--- src/sv/bfsa_pkg.sv ---
// ============================================================================
// Best-fit segment allocator package
// Shared widths, codes, table entry layout and controller/datapath links.
// ============================================================================
package bfsa_pkg;

	localparam int ADDR_W           = 48;
	localparam int LEN_W            = 40;
	localparam int CMD_W            = 2;
	localparam int STAT_W           = 2;
	localparam int MAX_SEGMENTS_DEF = 64;

	localparam logic [CMD_W-1:0] CMD_ALLOC   = 2'd0;
	localparam logic [CMD_W-1:0] CMD_FREE    = 2'd1;
	localparam logic [CMD_W-1:0] CMD_REBUILD = 2'd2;

	localparam logic [STAT_W-1:0] ST_OK      = 2'd0;
	localparam logic [STAT_W-1:0] ST_NOFIT   = 2'd1;
	localparam logic [STAT_W-1:0] ST_BADADDR = 2'd2;
	localparam logic [STAT_W-1:0] ST_ZERO    = 2'd3;

	localparam logic REG_BASE = 1'b0;
	localparam logic REG_SIZE = 1'b1;

	typedef struct packed {
		logic [ADDR_W-1:0] base;
		logic [LEN_W-1:0]  len;
		logic              free;
	} seg_t;

	typedef enum logic [3:0] {
		OP_NONE,
		OP_LOAD,
		OP_REBUILD,
		OP_SCAN,
		OP_PREP,
		OP_SHIFT_UP,
		OP_WR_REM,
		OP_WR_BEST,
		OP_RD_NEXT,
		OP_GET_NEXT,
		OP_SUM1,
		OP_SUM2,
		OP_FREE_WR,
		OP_SHIFT_DN,
		OP_DROP
	} dp_op_t;

	typedef struct packed {
		logic [CMD_W-1:0] cmd;
		logic             req_zero;
		logic             size_ovf;
		logic             walk_done;
		logic             up_done;
		logic             found;
		logic             split;
		logic             ent_free;
	} dp_stat_t;

endpackage

--- src/sv/bfsa_ctrl.sv ---
// ============================================================================
// Best-fit allocator controller
// Sequences each command through the datapath and holds the result register.
// ============================================================================
module bfsa_ctrl (
	input  logic                         clk,
	input  logic                         arst_n,
	input  logic                         cmd_valid,
	output logic                         cmd_stall,
	output logic                         rsp_valid,
	input  logic                         rsp_stall,
	output logic [bfsa_pkg::STAT_W-1:0]  status,
	output bfsa_pkg::dp_op_t             op,
	input  bfsa_pkg::dp_stat_t           stat
);

	typedef enum logic [4:0] {
		S_INIT,
		S_IDLE,
		S_DECODE,
		S_REBUILD,
		S_SCAN_A,
		S_PREP,
		S_CHOOSE,
		S_SHIFT_UP,
		S_WR_REM,
		S_WR_BEST,
		S_SCAN_F,
		S_FCHECK,
		S_GETNEXT,
		S_SUM1,
		S_SUM2,
		S_FWR,
		S_SHIFT_DN,
		S_DROP,
		S_DONE
	} state_t;

	state_t                      state_q;
	logic [bfsa_pkg::STAT_W-1:0] pend_q;
	logic                        rsp_valid_q;
	logic [bfsa_pkg::STAT_W-1:0] status_q;

	assign cmd_stall = state_q != S_IDLE;
	assign rsp_valid = rsp_valid_q;
	assign status    = status_q;

	always_comb begin
		case (state_q)
			S_INIT:     op = bfsa_pkg::OP_REBUILD;
			S_IDLE:     op = cmd_valid ? bfsa_pkg::OP_LOAD : bfsa_pkg::OP_NONE;
			S_REBUILD:  op = bfsa_pkg::OP_REBUILD;
			S_SCAN_A:   op = bfsa_pkg::OP_SCAN;
			S_SCAN_F:   op = bfsa_pkg::OP_SCAN;
			S_PREP:     op = bfsa_pkg::OP_PREP;
			S_SHIFT_UP: op = bfsa_pkg::OP_SHIFT_UP;
			S_WR_REM:   op = bfsa_pkg::OP_WR_REM;
			S_WR_BEST:  op = bfsa_pkg::OP_WR_BEST;
			S_FCHECK:   op = bfsa_pkg::OP_RD_NEXT;
			S_GETNEXT:  op = bfsa_pkg::OP_GET_NEXT;
			S_SUM1:     op = bfsa_pkg::OP_SUM1;
			S_SUM2:     op = bfsa_pkg::OP_SUM2;
			S_FWR:      op = bfsa_pkg::OP_FREE_WR;
			S_SHIFT_DN: op = bfsa_pkg::OP_SHIFT_DN;
			S_DROP:     op = bfsa_pkg::OP_DROP;
			default:    op = bfsa_pkg::OP_NONE;
		endcase
	end

	always_ff @(posedge clk or negedge arst_n) begin
		if (!arst_n) begin
			state_q     <= S_INIT;
			pend_q      <= bfsa_pkg::ST_OK;
			rsp_valid_q <= 1'b0;
			status_q    <= bfsa_pkg::ST_OK;
		end else begin
			// A finished status loads the result register once it is free.
			if (state_q == S_DONE && (!rsp_valid_q || !rsp_stall)) begin
				rsp_valid_q <= 1'b1;
				status_q    <= pend_q;
			end else if (rsp_valid_q && !rsp_stall) begin
				rsp_valid_q <= 1'b0;
			end
			case (state_q)
				S_INIT: begin
					state_q <= S_IDLE;
				end
				S_IDLE: begin
					if (cmd_valid) begin
						state_q <= S_DECODE;
					end
				end
				S_DECODE: begin
					case (stat.cmd)
						bfsa_pkg::CMD_ALLOC: begin
							if (stat.req_zero) begin
								pend_q  <= bfsa_pkg::ST_ZERO;
								state_q <= S_DONE;
							end else if (stat.size_ovf) begin
								pend_q  <= bfsa_pkg::ST_NOFIT;
								state_q <= S_DONE;
							end else begin
								pend_q  <= bfsa_pkg::ST_OK;
								state_q <= S_SCAN_A;
							end
						end
						bfsa_pkg::CMD_FREE: begin
							pend_q  <= bfsa_pkg::ST_OK;
							state_q <= S_SCAN_F;
						end
						bfsa_pkg::CMD_REBUILD: begin
							pend_q  <= bfsa_pkg::ST_OK;
							state_q <= S_REBUILD;
						end
						default: begin
							pend_q  <= bfsa_pkg::ST_OK;
							state_q <= S_DONE;
						end
					endcase
				end
				S_REBUILD: begin
					state_q <= S_DONE;
				end
				S_SCAN_A: begin
					if (stat.walk_done) begin
						if (stat.found) begin
							state_q <= S_PREP;
						end else begin
							pend_q  <= bfsa_pkg::ST_NOFIT;
							state_q <= S_DONE;
						end
					end
				end
				S_PREP: begin
					state_q <= S_CHOOSE;
				end
				S_CHOOSE: begin
					state_q <= stat.split ? S_SHIFT_UP : S_WR_BEST;
				end
				S_SHIFT_UP: begin
					if (stat.up_done) begin
						state_q <= S_WR_REM;
					end
				end
				S_WR_REM: begin
					state_q <= S_WR_BEST;
				end
				S_WR_BEST: begin
					state_q <= S_DONE;
				end
				S_SCAN_F: begin
					if (stat.walk_done) begin
						state_q <= S_FCHECK;
					end
				end
				S_FCHECK: begin
					if (!stat.found || stat.ent_free) begin
						pend_q  <= bfsa_pkg::ST_BADADDR;
						state_q <= S_DONE;
					end else begin
						state_q <= S_GETNEXT;
					end
				end
				S_GETNEXT: begin
					state_q <= S_SUM1;
				end
				S_SUM1: begin
					state_q <= S_SUM2;
				end
				S_SUM2: begin
					state_q <= S_FWR;
				end
				S_FWR: begin
					state_q <= S_SHIFT_DN;
				end
				S_SHIFT_DN: begin
					if (stat.walk_done) begin
						state_q <= S_DROP;
					end
				end
				S_DROP: begin
					state_q <= S_DONE;
				end
				S_DONE: begin
					// Hold the finished status until the result register is free.
					if (!rsp_valid_q || !rsp_stall) begin
						state_q <= S_IDLE;
					end
				end
				default: begin
					state_q <= S_IDLE;
				end
			endcase
		end
	end

endmodule

--- config.mk ---
export PLATFORM = sky130hd
export DESIGN_NAME = bfsa_ctrl
export DESIGN_NICKNAME = d
export VERILOG_FILES = /design/src/sv/bfsa_pkg.sv /design/src/sv/bfsa_ctrl.sv
export SDC_FILE = /design/constraint.sdc
export NUM_CORES = 1
export LEC_CHECK = 0
export BUFFER_PORTS_ARGS = -buffer_cell sky130_fd_sc_hd__buf_2
export CORE_MARGIN = 3
export CORE_UTILIZATION = 52
export CTS_BUF_LIST = sky130_fd_sc_hd__clkbuf_16
export CTS_CLUSTER_DIAMETER = 80
export CTS_CLUSTER_SIZE = 8
export DETAILED_ROUTE_END_ITERATION = 16
export HOLD_SLACK_MARGIN = 0.15
export PLACE_DENSITY = 0.83
export SYNTH_ARGS = -nofsm -noshare
export SYNTH_HDL_FRONTEND = slang
export SYNTH_SLANG_ARGS = --single-unit
--- constraint.sdc ---
create_clock -name clk -period 2.6 [get_ports clk]
set_clock_uncertainty 0.1 [all_clocks]
set_input_delay 0.13 -clock clk [delete_from_list [all_inputs] [get_ports clk]]
set_output_delay 0.13 -clock clk [all_outputs]
set_load 0.1 [all_outputs]
Yosys cells after proc, flatten, opt, wreduce, memory -nomap -nowiden
Index checks and enable logic that the tools add are counted.
Widths: inputs -> output; s select.
{"block": "totals", "wordCells": 73, "input_bits": 13, "register_bits": 10}
{"block": "op_classes", "mux": 24, "reduce_logical": 16, "eq_ne": 29}
{"operator": "$pmux 5 s16", "n": 1}
{"operator": "$pmux 4 s14", "n": 1}
{"operator": "$mux 5", "n": 10}
{"operator": "$eq 5x4->1 const B", "n": 8}
{"operator": "$eq 5x3->1 const B", "n": 4}
{"operator": "$eq 5x5->1 const B", "n": 3}
{"operator": "$pmux 5 s3", "n": 1}
{"operator": "$ne 2x2->1 const B", "n": 7}
{"operator": "$eq 5x2->1 const B", "n": 2}
{"operator": "$mux 2", "n": 5}
{"operator": "$pmux 2 s3", "n": 1}
{"operator": "$reduce_and 6->1", "n": 1}
{"operator": "$eq 5x1->1 const B", "n": 1}
{"operator": "$logic_not 5->1", "n": 1}
{"operator": "$ne 5x1->1 const B", "n": 1}
{"operator": "$mux 1", "n": 4}
{"operator": "$mux 4", "n": 1}
{"operator": "$reduce_and 4->1", "n": 1}
{"operator": "$reduce_or 2->1", "n": 2}
{"operator": "$logic_not 1->1", "n": 3}
{"operator": "$reduce_bool 3->1", "n": 1}
{"operator": "$reduce_or 3->1", "n": 1}
{"operator": "$eq 2x1->1 const B", "n": 1}
{"operator": "$eq 2x2->1 const B", "n": 1}
{"operator": "other kinds (5)", "n": 7}

Depth between registers and ports, before layout
Gate-level depths: netlist (run 1).
{"block": "depth", "word_depth": 4, "mapped_depth": 7}

Least setup slack after synthesis (run 1)
No wires, ideal clock.
{"block": "synth_timing", "path_type": "register to output", "start": "register state_q[2]", "end": "output op[0]", "slack_ps": -327, "arrival_ps": 2697, "path_buffers": 3, "path_stages_with_launch": 7, "path_cell_list": "dfrtp_1 > buf_6 > clkbuf_1 > clkbuf_1 > a32o_1 > a21oi_1 > o22ai_1"}
{"block": "synth_via", "elab_chain_len": 3, "word_cells_on_any_way": 19, "classes_between": "15 x eq/ne; 1 x mux; 3 x reduce/logical"}
{"element": "start: declaration", "line": "bfsa_ctrl.sv:39", "rtl": "state_t state_q;"}
{"element": "start signal: assignment", "line": "bfsa_ctrl.sv:138", "rtl": "state_q <= stat.split ? S_SHIFT_UP : S_WR_BEST;"}
{"element": "$eq 5x4->1, or another cell as far along", "line": "bfsa_ctrl.sv:49", "rtl": "case (state_q)"}
{"element": "$reduce_or 2->1 (no source line)"}
{"element": "$pmux 4 s14 (*)", "line": "bfsa_ctrl.sv:49"}
{"element": "end: declaration", "line": "bfsa_ctrl.sv:13", "rtl": "output bfsa_pkg::dp_op_t op,"}
Every way passes the cells marked *; elsewhere a longest branch is shown, timed or not.

Final worst setup path (run 1)
Same ends and word-level chain as after synthesis.

==> results of run 1 <==
==> synth_stat cells (all sizes together) (2+ instances only) <==
cell,n
nor3,4
nand2,14
nor4,3
nor2b,3
o21ai,13
mux2,3
clkbuf,6
nand3b,2
inv,5
nand3,2
o22ai,7
or3b,2
xnor2,2
nor2,9
a22oi,3
or2,3
a221oi,3
buf,5
nand2b,6
nor4b,2
dfrtp,10
ha,4
nand4b,2
a21oi,9
==> repair_timing <==
item	in CTS	in global routing
hold buffers	2	0
hold endpoints to repair	11	0
setup buffers	0	0
==> cell families after synthesis <==
| logic type | synth area share |
|---|---|
| AND/OR/NAND/NOR | 0.3349 |
| multiplexers | 0.03128 |
| adder cells (fa/ha/maj) | 0.04635 |
| XOR/XNOR | 0.02434 |
| flip-flops | 0.2317 |
| AO/OA/AOI/OAI | 0.2642 |
| buffers and inverters | 0.06720 |
==> registers in the layout (all words and copies together), names as in the netlist <==
register,cells
state_q,5
pend_q,2
status,2
rsp_valid,1
==> per-stage QoR <==
stage | instances | cell area [µm²] | util
2_1_floorplan | 142 | 1105 | -
3_3_place_gp | 179 | 1205 | 0.6551
3_5_place_dp | 179 | 1205 | 0.6551
4_1_cts | 185 | 1304 | 0.7088
5_1_grt | 185 | 1304 | 0.7088
6_report | 185 | 1304 | 0.7088
==> worst paths after layout <==
path	startpoint	end	slack, ps	cells after the start
setup reg to reg	state_q[2]	status[1]	350	4
max in group asynchronous	arst_n	state_q[1]	2010	2
hold reg to reg	status[0]	status[0]	380	1
hold / removal	arst_n	pend_q[1]	190	2
min in group clk	stat[1]	state_q[3]	230	4
setup / recovery	state_q[2]	op[0]	170	6
==> routing by layer <==
| metal | up-vias | track usage | part of all wire |
|---|---|---|---|
| li1 | 563 | - | - |
| met1 | 533 | 0.3255 | 0.41 |
| met2 | 71 | 0.3623 | 0.47 |
| met3 | 6 | 0.04871 | 0.10 |
| met4 | 0 | 0.06987 | 0.015 |
| met5 | - | 0 | 0 |
==> final cells by class <==
class                   instances  area share
repair buffers                 25      0.1094
flip-flops and latches         10      0.1919
inverters                       5     0.01440
multi-input cells             116      0.5998
clock buffers                   3     0.05758
well taps                      25     0.02399
clock inverters                 1    0.002879
==> worst max-delay path, cell delays in order, from the launching register on <==
cell and delay (ps):
dfrtp_1 740, buf_4 270, nor2_1 100, a32o_1 310, a21oi_1 140, o22ai_2 90
buf_2 310
==> impl_metrics.yaml, run 1 <==
global_route:
  grt_max_degree: 25
  antenna_found_initial: 0
  grt_usage: 0.2336
  grt_pass1_wl_um: 4816
  globalRouteOverflowTotal: 0
  grt_pass1_vias: 1075
finish:
  fin_nets: 178
  seq_area_um2: 250.2
  layout_common_cells: "20 x buf_2, 14 x nand2_1, 10 x dfrtp_1"
  n_antenna_cell: 0
  fillers: 156
  layout-area-overhead-vs-synth_pct: 20.74
  final_common_cell: "buf_2"
  multiInputGateArea_um2: 782.0
  layout-drive-gt1-share: 0.2063
placement:
  dp_worst_setup_slack_ps: 378.6
  dp_hpwl_um: 2096
  gp_congestion: 0.8641
  numPortBuffers: 20
synth:
  postSynthNetCount: 159
  syn_avg_cell_area_um2: 7.604
  synth_area_leaders: "dfrtp_1 23%, nand2_1 4.9%, ha_1 4.6%"
  synth_top_area_cell: "dfrtp_1"
  yosysSeqAreaShare: 0.2317
  synthesis.area_mm2: 0.001080
  synthFlopType: "dfrtp_1"
  synthCells: 142
  synth-edff-count: 0
  synth_top_area_share: 0.2317
  yosys_warnings: 0
  async_flop_share: 1.000
  ys_ff_latch: 10
  yosysUniqueCellTypes: 48
worst_hold_path:
  hold_path_class: "input port to async pin"
die:
  coreArea_mm2: 0.001839
  io_pins: 21
  start_util: 0.5871
  die-area_mm2: 0.002659
  die-height_um: 51.57
  rows: 15
  die_w_um: 51.57
timing:
  min_period_over_period: 0.9350
  hold_viol: 0
  fin_crit_ps: 2431
  postLayoutSetupSlackWorst_ps: 168.9
  maxSlewViolCount: 0
  finalSetupTns_ps: 0
  setup_viol: 0
  relSlewSlack: 0.5076
  worst_pin_slew_ps: 738.5
  max_freq_mhz: 411.3
  holdWs_ps: 185.8
  grt_setup_unrepaired: "no"
route:
  post_drt_wl_per_cell_um: 15.35
  route.vias.total: 1173
  drt_pass1_iterations: 4
  drtAntennaViolNets: 0
  routed_wl_um: 2840
  drc: 0
  vias_per_cell: 6.341
  drtIter0Drc: 59
cts:
  cts_tree: "done"
  cts.sinks: 10
  clk_pin_slew_ps: 40
  ctsResizeCount: 0
  cts_buffers: 3
  clk_latency_ps: 230
  cts_root_buf: "clkbuf_16"
  cts_max_level: 1
  cts_max_path_buffers: 2
run_status:
  status: "finished clean"
setup_path:
  path_max_fanout: 22
  cp-start-kind: "register"
  arrival_ps: 2200
  worstPathRequired_ps: 2370
  path_class: "register to output pin"
  endpoint_kind: "output pin"
job:
  drv_cap: 0
Power of run 1 is left out: the tool's default activity adds up to more than one toggle a clock period on the data nets, which glitch-free logic cannot reach.
==> run 2, diff against run 1 <==
--- a/config.mk
+++ b/config.mk
@@ -14,6 +14,8 @@
 export DETAILED_ROUTE_END_ITERATION = 16
 export HOLD_SLACK_MARGIN = 0.15
 export PLACE_DENSITY = 0.83
+export SETUP_SLACK_MARGIN = 0.5
+export SLEW_MARGIN = 20
 export SYNTH_ARGS = -nofsm -noshare
 export SYNTH_HDL_FRONTEND = slang
 export SYNTH_SLANG_ARGS = --single-unit
==> impl_metrics.yaml, run 2 (synthesis results as in run 1) <==
setup_path:
  endpoint_kind: "output pin"
  worstPathRequired_ps: 2370
  cp-start-kind: "register"
  path_class: "register to output pin"
  arrival_ps: 1810
  path_max_fanout: 13
timing:
  max_freq_mhz: 490.4
  relSlewSlack: 0.6826
  holdWs_ps: 185.5
  maxSlewViolCount: 0
  grt_setup_unrepaired: "yes"
  finalSetupTns_ps: 0
  hold_viol: 0
  setup_viol: 0
  fin_crit_ps: 2039
  min_period_over_period: 0.7843
  worst_pin_slew_ps: 464.1
finish:
  design_area_mm2: 0.001458
  final_common_cell: "buf_4"
  layout-area-overhead-vs-synth_pct: 34.99
  layout-drive-gt1-share: 0.3023
  fin_nets: 190
  layout_common_cells: "17 x buf_4, 16 x buf_2, 13 x nand2_1"
  seq_area_um2: 257.7
  multiInputGateArea_um2: 820.8
  n_antenna_cell: 0
  largest_register: "state_q"
  layout.cells.non_filler: 197
  fillers: 137
  largest_register_ffs: 5
run_status:
  status: "finished clean"
global_route:
  globalRouteOverflowTotal: 0
  grt_usage: 0.2656
  grt_max_degree: 25
  antenna_found_initial: 0
  grt_pass1_vias: 1123
  grt_pass1_wl_um: 5285
placement:
  dp_hpwl_um: 2226
  numPortBuffers: 20
  gp_congestion: 0.9809
  dp_cells: 183
  dpl_cell_area_mm2: 0.001265
route:
  drt_pass1_iterations: 4
  routed_wl_um: 3373
  route.vias.total: 1280
  post_drt_wl_per_cell_um: 17.12
  drc: 0
  drtIter0Drc: 50
  vias_per_cell: 6.497
  drtAntennaViolNets: 0
cts:
  cts_buffers: 3
  clk_pin_slew_ps: 40
  cts.sinks: 10
  cts_max_path_buffers: 2
  cts_tree: "done"
  cts_root_buf: "clkbuf_16"
  cts_max_level: 1
  clk_latency_ps: 240
job:
  drv_cap: 0
die:
  start_util: 0.5871
  die-height_um: 51.57
  rows: 15
  die-area_mm2: 0.002659
  coreArea_mm2: 0.001839
  die_w_um: 51.57
  io_pins: 21
worst_hold_path:
  hold_path_class: "input port to async pin"
-- run 2: cell count changes in the layout (fill, tap and decap cells not counted), moves of 2 or more --
cell     before  now
buf_2        20   16
buf_4         3   17
buf_6         0    2
dfrtp_1      10    6
dfrtp_2       0    3
o22ai_2       4    0
o22ai_4       0    4
-- run 2: per-layer routing --
metal  share of wire  global-route usage  up-vias
li1                -                   -      590
met1            0.40              0.3501      596
met2            0.48              0.4364       82
met3           0.094             0.06304       12
met4           0.023             0.06550        0
met5               0                   0        -
-- run 2: layout make-up --
cell class                 count  area share
sequential                    10      0.1768
inverter                       5     0.01288
clock inverter                 1    0.002575
multi-input combinational    116      0.5631
timing repair buffer          37      0.1717
tap                           25     0.02146
clock buffer                   3     0.05150
-- run 2: worst max-delay path, cell delays in order, from the launching register on --
cell and delay, ps:
dfrtp_4 540, nand2b_1 280, o21ai_0 270, a21oi_2 110
o22ai_4 130, buf_6 240
-- run 2: what timing repair did --
item / 4_1_cts / 5_1_grt
setup endpoints to repair: 12 / 3
hold buffers: 2 / 0
pin swaps: 0 / 1
endpoints found under the hold margin: 11 / 0
gates resized for setup: 9 / 5
setup buffers: 1 / 7
-- run 2: path summary, 6_finish.rpt --
check                                 from         end  slack, ps  cells after the start
worst min register to register   rsp_valid   rsp_valid        400                      2
max in group asynchronous           arst_n  state_q[1]       1990                      2
worst min-delay path                arst_n   status[0]        190                      2
worst max register to register  state_q[3]   pend_q[1]        600                      4
min in group clk                   stat[2]  state_q[0]        260                      3
worst max-delay path            state_q[1]       op[0]        560                      5
-- run 2: per-stage QoR --
stage                     setup WS, ps    util
final                            560.9  0.7925
after global routing             479.1  0.7925
after global placement           441.1  0.6878
after CTS                        420.9  0.7551
after detailed placement         360.6  0.6878
after floorplan                  574.2       -
Power of run 2 is left out for the same reason.
